[config.mk]
export PLATFORM = sky130hd
export DESIGN_NAME = ddph_ctrl
export DESIGN_NICKNAME = d
export VERILOG_FILES = /design/src/ddph_pkg.sv /design/src/ddph_ctrl.sv
export SDC_FILE = /design/constraint.sdc
export NUM_CORES = 1
export LEC_CHECK = 0
export ABC_AREA = 0
export BUFFER_PORTS_ARGS = -buffer_cell sky130_fd_sc_hd__buf_2
export CAP_MARGIN = 10
export CORE_AREA = 10 10 47 49
export DETAILED_ROUTE_END_ITERATION = 8
export DIE_AREA = 0 0 57 59
export GPL_TIMING_DRIVEN = 1
export HOLD_SLACK_MARGIN = 0.06
export PLACE_DENSITY = 0.3
export REMOVE_ABC_BUFFERS = 1
export SYNTH_ARGS = -nofsm -noshare
export SYNTH_HDL_FRONTEND = slang
export SYNTH_SLANG_ARGS = --single-unit
[constraint.sdc]
create_clock -name clk -period 1.05 [get_ports clk]
set_clock_uncertainty 0.1 [all_clocks]
set_input_delay 0.0525 -clock clk [delete_from_list [all_inputs] [get_ports clk]]
set_output_delay 0.0525 -clock clk [all_outputs]
set_load 0.01 [all_outputs]
[src/ddph_pkg.sv]
// Shared types and constants for the detector/depth pixel histogram.
// Used by ddph_ctrl, ddph_datapath and detector_depth_pixel_histogram_core.
`default_nettype none

package ddph_pkg;

  // Default sizes of the histogram store
  localparam int DEF_NUM_DETECTORS  = 192;
  localparam int DEF_MAX_DEPTH_BINS = 8;
  localparam int DEF_COUNT_WIDTH    = 16;

  // Fixed field widths
  localparam int BYTE_W     = 8;
  localparam int RD_BIN_W   = 3;
  localparam int CFG_W      = 2;
  localparam int SHIFT_W    = 4;

  // Item function codes
  localparam logic FUNC_PIXEL = 1'b0;
  localparam logic FUNC_READ  = 1'b1;

  // Controller states
  typedef enum logic [1:0] {
    ST_CLEAR,
    ST_IDLE,
    ST_EXEC
  } ddph_state_t;

  // Controller to datapath commands
  typedef struct packed {
    logic clear;   // write zero at the sweep address
    logic accept;  // capture item, issue store read
    logic exec;    // write back, present result
  } ddph_cmd_t;

  // Datapath to controller status
  typedef struct packed {
    logic clear_last;  // sweep is at the last store entry
  } ddph_status_t;

endpackage

`default_nettype wire

[src/ddph_ctrl.sv]
// Controller state machine for the pixel histogram: clearing sweep, idle, execute.
// Depends on ddph_pkg for the state and command types.
`default_nettype none

module ddph_ctrl
  import ddph_pkg::*;
(
  input  wire logic         clk,
  input  wire logic         rst,
  input  wire logic         start,
  input  wire ddph_status_t status,
  output ddph_cmd_t         cmd,
  output logic              busy
);

  ddph_state_t state, state_next;

  // State register
  always_ff @(posedge clk) begin
    if (rst) begin
      state <= ST_CLEAR;
    end else begin
      state <= state_next;
    end
  end

  // Next state
  always_comb begin
    state_next = state;
    unique case (state)
      ST_CLEAR: begin
        if (status.clear_last) state_next = ST_IDLE;
      end
      ST_IDLE: begin
        if (start) state_next = ST_EXEC;
      end
      ST_EXEC: begin
        state_next = ST_IDLE;
      end
      default: begin
        state_next = ST_CLEAR;
      end
    endcase
  end

  // Outputs
  always_comb begin
    cmd  = '0;
    busy = 1'b1;
    unique case (state)
      ST_CLEAR: begin
        cmd.clear = 1'b1;
      end
      ST_IDLE: begin
        busy       = 1'b0;
        cmd.accept = start;
      end
      ST_EXEC: begin
        cmd.exec = 1'b1;
      end
      default: begin
        busy = 1'b1;
      end
    endcase
  end

endmodule

`default_nettype wire

Yosys cells after proc, flatten, opt, wreduce, memory -nomap -nowiden
Index checks and enable logic that the tools add are counted.
- equality and inequality tests: 4
- muxes and demuxes: 7
- reduce and logical (&&, ||, !) cells: 2
- operator list (cell ; count):
    $pmux 2 s3 ; 1
    $mux 1 ; 4
    $mux 2 ; 2
    $ne 2x2->1 const B ; 2
    $eq 2x1->1 const B ; 1
    $eq 2x2->1 const B ; 1
    $logic_not 2->1 ; 1
    $reduce_and 2->1 ; 1
- flip-flop bits (word level): 2
- input port bits: 4
- logic and storage cells: 14

Logic depth before layout (Yosys ltp)
Gate-level depths: netlist (run 1).
- word-level depth: 3
- gate-level depth with buffers: 2
- mapped depth without buffers: 2

Worst setup path after synthesis (run 1)
No wires, ideal clock.
- path type: register to register
- start point: reg state[1]
- end point: reg state[1]
- library setup time: 112 ps
- arrival time: 682 ps
- data required time: 838 ps
- path slack: 157 ps
- cell stages (with the launch flop): 3
- path buffers: 0
- path through: dfxtp_1 -> and3b_1 -> nor2b_4
- cells in the longest elaborated chain, start to end: 3
- elaborated cells between the ends (all ways): 7
- ends and longest elaborated chain (element ; line ; text):
    start: declaration ; ddph_ctrl.sv:16 ; ddph_state_t state, state_next;
    start signal: assignment ; ddph_ctrl.sv:23 ; state <= state_next;
    $eq 2x1->1 / $logic_not 2->1 (equally long branches) ; ddph_ctrl.sv:30 ; unique case (state)
    $ne 2x2->1 (no source line) ; -- ;
    $reduce_and 2->1 (no source line) ; -- ;
Several ways; a longest one is shown, not always the timed one.
A chain may end at the register's enable or synchronous reset.

==> results of run 1 <==
[through the flow]
step / hold slack [ps] / instance area [um2] / instances
after floorplan: 16.8 / 105 / 10
after global placement: 176 / 160 / 33
after detailed placement: 186 / 160 / 33
after CTS: 224 / 223 / 40
after global routing: 240 / 223 / 40
final: 242 / 223 / 40
[what timing repair did]
action                     in CTS  in global routing
setup endpoints to repair       1                  2
hold endpoints to repair        2                  0
pin swaps                       1                  0
hold buffers                    3                  0
buffers inserted                1                  0
gates resized for setup         2                  0
[final cells by class]
cell class / count / area (um2)
Tap cell: 16 / 20.0
Multi-Input combinational cell: 8 / 65.1
Sequential cell: 2 / 42.5
Fill cell: 173 / 1180
Clock buffer: 3 / 22.5
Timing Repair Buffer: 11 / 72.6
[layer usage]
metal	wire length, um	up-vias	global-route usage
li1	-	63	-
met1	161	50	0.0189
met2	95	10	0.0171
met3	96	2	0.0300
met4	4	0	0.0503
met5	0	-	0
[logic make-up (layout without fill, tap and decap cells)]
| kind of cell | after synthesis | after routing | share of synthesized area |
|---|---|---|---|
| buffers and inverters | 0 | 14 | 0 |
| AOI/OAI and AO/OA | 1 | 1 | 0.155 |
| and+or+nand+nor | 7 | 7 | 0.464 |
| DFF | 2 | 2 | 0.381 |
[cells in the mapped netlist]
cell / instances / area share
and3b_1: 1 / 0.083
o32ai_2: 1 / 0.15
or2_1: 1 / 0.060
dfxtp_1: 2 / 0.38
nand2b_1: 1 / 0.060
nor2b_1: 1 / 0.060
nor2_1: 2 / 0.071
nor2b_4: 1 / 0.13
[worst max-delay path: stages, from the launching register on]
cell and delay, ps:
dfxtp_2 320, and3b_1 230, buf_2 140
[power groups by stage]
stage | Sequential (mW) | Combinational (mW) | Clock, mW
2_1_floorplan | 0.0870 | 0.0265 | 0
3_3_place_gp | 0.0878 | 0.0488 | 0
3_5_place_dp | 0.0882 | 0.0497 | 0
4_1_cts | 0.0884 | 0.0618 | 0.181
5_1_grt | 0.0891 | 0.0662 | 0.187
6_report | 0.0886 | 0.0607 | 0.167
[how the worst max path moves through the flow]
stage              from  cells after the start  endpoint
6_report       state[1]                      2    cmd[1]
5_1_grt        state[1]                      2    cmd[1]
4_1_cts        state[1]                      2    cmd[1]
3_5_place_dp   state[1]                      2  state[1]
3_3_place_gp   state[1]                      2  state[1]
2_1_floorplan  state[1]                      2  state[1]
==> metrics.yaml, run 1 <==
run_status:
  run_status: "finished with violations"
  violations: "setup timing"
placement:
  place_congestion: 0.681
  pre_cts_ws_ps: 152
  io_buffer_count: 7
  place_hpwl_um: 280
yosys:
  synthesis.instances: 10
  ys_ff_latch: 2
  ys_warn_count: 0
  ys_seq_area_frac: 0.381
  synth.distinct_cells: 8
  syn_area_um2: 105
  avgSynthCellArea_um2: 10.5
sta:
  worst_slew_pin_slew_ps: 188
  maxSlewViolCount: 0
  fin_crit_ps: 1050
  setup_tns_ps: -3.16
  finalWorstSetupSlack_ps: -3.16
  fmax_mhz: 950
  rsz0062_at_grt: "true"
  hold_viol: 0
  layout_worst_path_cycle_share: 1.00
  relSlewSlack: 0.874
  finalSetupViolCount: 1
run:
  drv_cap: 0
worst_setup_path:
  r2r_start: "state[1]"
  arrival_ps: 900
  worstRegToRegCells: 3
  required_ps: 900
  start_kind: "register"
  r2r_slack_ps: 70
  worstSetupPathType: "register to output port"
  r2r-end: "state[1]"
  end_kind: "output port"
  crit_path_max_fanout: 5
grt:
  antenna_found_initial: 0
  grtUsageTotal: 0.0242
  overflow: 0
  grt_pass1_vias: 139
  grt_first_pass_wirelength_um: 510
  grt_max_degree: 6
drt:
  first_pass_iters: 1
  drt-vias-per-instance: 3.13
  wl_per_cell_um: 8.93
  drt_wl_total_um: 357
  drc_errors: 0
  drtAntennaViolNets: 0
  via_count: 125
  first_iter_violations: 0
pwr:
  p_leak_nw: 0.102
  power.total_mw: 0.317
  p_switching_mw: 0.0732
  clkPwrFrac: 0.529
  max-vdd-ir-drop_mv: 0.231
  p_int_mw: 0.243
  comb_power_share: 0.192
  switching_share: 0.231
  powerDensity_nw_per_um2: 1420
  pwr-share-seq: 0.280
cts:
  numCtsBuffers: 3
  htree_levels: 1
  cts.clk_slew.worst_paths_ps: 30
  clk_latency_ps: 220
  cts_num_sinks: 2
  cts_tree: "built"
  cts_buffer_depth: 2
  root_buffer: "clkbuf_4"
worst_hold_path:
  hold_path.class: "primary input to register"
  hold_end: "state[1]"
  min_from: "start"
  whs_path_depth: 4
floorplanning:
  initial_utilization: 0.0750
  row_count: 14
  core_area_um2: 1400
  io_pins: 8
  die_w_um: 57
  dieArea_um2: 3360
  die_height_um: 59
final_layout:
  final_nets: 30
  syn_to_final_growth_pct: 112
  top_register: "state"
  fin_util: 0.159
  reg.largest.list: "state x2"
  final_common_cell: "buf_2"
  diodes: 0
  largest_reg_flops: 2
  final_cell_mix: "buf_2 (7), clkbuf_4 (3), dlygate4sd3_1 (3)"
  layout-drive-gt1-share: 0.625
No activity file was read; power rests on OpenSTA's default activity.
==> run 2, diff against run 1 <==
- clock period: 1.05 -> 0.9 ns (I/O delays scaled with it)
==> run 2 against run 1 <==
Sequential share of layout area rose by 1.6 points. Critical path depth is the same. Non-clock buffer count down 2. Cell count is 5.0% lower. Routed wire length up 2.0%. Highest routed layer unchanged. Clock power rose by 17%. The flow finishes with violations (hold timing, setup timing). Sequential power up 16%. Combinational power grew 7.9%.
==> metrics.yaml, run 2 (synthesized netlist as in run 1, its figures left out) <==
cts:
  numCtsBuffers: 3  # unchanged
  cts.clk_slew.worst_paths_ps: 30  # about the same
  htree_levels: 1  # unchanged
  cts_num_sinks: 2  # unchanged
  root_buffer: "clkbuf_4"  # unchanged
  cts_tree: "built"  # unchanged
  cts_hold_buf: 1  # was 3
  cts_buffer_depth: 2  # unchanged
  clk_latency_ps: 220  # about the same
drt:
  drtAntennaViolNets: 0  # unchanged
  drt_wl_total_um: 364  # was 357 um
  first_iter_violations: 2  # was 0
  drt-vias-per-instance: 3.05  # was 3.13
  first_pass_iters: 2  # was 1
  wl_per_cell_um: 9.58  # was 8.93 um
  via_count: 116  # was 125
  drc_errors: 0  # unchanged
run_status:
  run_status: "finished with violations"  # unchanged
  violations: "hold timing, setup timing"  # was setup timing
placement:
  pre_cts_ws_ps: 1.62  # was 152 ps
  placed_area_um2: 160  # unchanged
  place_hpwl_um: 280  # unchanged
  place_congestion: 0.681  # unchanged
  io_buffer_count: 7  # unchanged
  dp.cells: 33  # unchanged
pwr:
  comb_power_share: 0.180  # was 0.192
  pwr-share-seq: 0.283  # was 0.280
  switching_share: 0.233  # was 0.231
  p_switching_mw: 0.0849  # was 0.0732 mW
  p_leak_nw: 0.102  # about the same
  max-vdd-ir-drop_mv: 0.259  # was 0.231 mV
  clkPwrFrac: 0.537  # was 0.529
  powerDensity_nw_per_um2: 1780  # was 1420 nW/um2
  power.total_mw: 0.364  # was 0.317 mW
  p_int_mw: 0.279  # was 0.243 mW
sta:
  setup_tns_ps: -399  # was -3.16 ps
  whs_ps: -57.9  # was 242 ps
  relSlewSlack: 0.873  # was 0.874
  maxSlewViolCount: 0  # unchanged
  finalWorstSetupSlack_ps: -142  # was -3.16 ps
  hold_viol: 1  # was 0
  finalSetupViolCount: 5  # was 1
  layout_worst_path_cycle_share: 1.16
  fin_crit_ps: 1040
  rsz0062_at_grt: "true"  # unchanged
  worst_slew_pin_slew_ps: 191  # was 188 ps
  fmax_mhz: 959
worst_setup_path:
  crit_path_max_fanout: 5  # unchanged
  path_buf_inv: 1  # unchanged
  cpPeakStageDelay_ps: 320  # about the same
  slowest_stage: "dfxtp_2"  # unchanged
  crit_start: "state[1]"  # unchanged
  cp_cell_sequence: "and3b_1 -> buf_2"  # unchanged
  worstSetupPathType: "register to output port"  # unchanged
  arrival_ps: 900  # about the same
  required_ps: 750  # was 900 ps
  r2r_start: "state[1]"  # unchanged
  start_kind: "register"  # unchanged
  path_delay_family: "flip-flops"  # unchanged
  end_kind: "output port"  # unchanged
grt:
  grt_first_pass_wirelength_um: 558  # was 510 um
  grtUsageTotal: 0.0263  # was 0.0242
  grt_pass1_vias: 146  # was 139
  antenna_found_initial: 0  # unchanged
  overflow: 0  # unchanged
  grt_max_degree: 6  # unchanged
run:
  drv_cap: 0  # unchanged
floorplanning:
  row_count: 14  # unchanged
  initial_utilization: 0.0750  # unchanged
  io_pins: 8  # unchanged
  die_w_um: 57  # unchanged
  die_height_um: 59  # unchanged
  core_area_um2: 1400  # unchanged
  dieArea_um2: 3360  # unchanged
final_layout:
  diodes: 0  # unchanged
  top_register: "state"  # unchanged
  final_nets: 28  # was 30
  regArea_um2: 42.5  # unchanged
  multiInputGateArea_um2: 65.1  # unchanged
  final_common_cell: "buf_2"  # unchanged
  largest_reg_flops: 2  # unchanged
  reg.largest.list: "state x2"  # unchanged
  nFillCells: 176  # was 173
  syn_to_final_growth_pct: 95.2  # was 112%
  layout-drive-gt1-share: 0.682  # was 0.625
  final_cell_mix: "buf_2 (7), clkbuf_4 (3), nor2_1 (2), dfxtp_2 (2)"  # was buf_2 (7), clkbuf_4 (3), dlygate4sd3_1 (3)
  fin_util: 0.146  # was 0.159
  final_area_um2: 205  # was 223 um2
  final_cells: 38  # was 40
worst_hold_path:
  hold_path.class: "primary input to register"  # unchanged
  min_from: "start"  # unchanged
-- run 2: path summary, 6_finish.rpt --
kind	endpoint	slack, ps	cells past startpoint
worst min register to register	state[0]	440	2
worst max register to register	state[1]	-90	3
worst max-delay path	cmd[1]	-140	2
worst min-delay path	state[0]	-60	2
-- run 2: power groups by stage --
stage	combinational, mW	sequential (mW)	clock [mW]
global route	0.0722	0.104	0.218
detailed placement	0.0580	0.103	0
finish	0.0655	0.103	0.196
CTS	0.0659	0.103	0.211
global placement	0.0569	0.102	0
floorplan	0.0310	0.102	0
-- run 2: what timing repair did --
action	CTS	global route
endpoints found under the setup margin	5	6
resized for setup	2	1
setup buffers	1	0
hold endpoints to repair	2	1
pin swaps	2	0
-- run 2: layout make-up --
class                           count  area share
Sequential cell                     2       0.207
Tap cell                           16      0.0976
Timing Repair Buffer                9       0.268
Multi-Input combinational cell      8       0.317
Clock buffer                        3       0.110
-- run 2: routing by layer --
layer  wire [um]  track usage  vias up
met2         104       0.0202        8
met1         149       0.0189       47
met4           4       0.0503        0
met5           0            0        -
met3         106       0.0365        2
li1            -            -       59
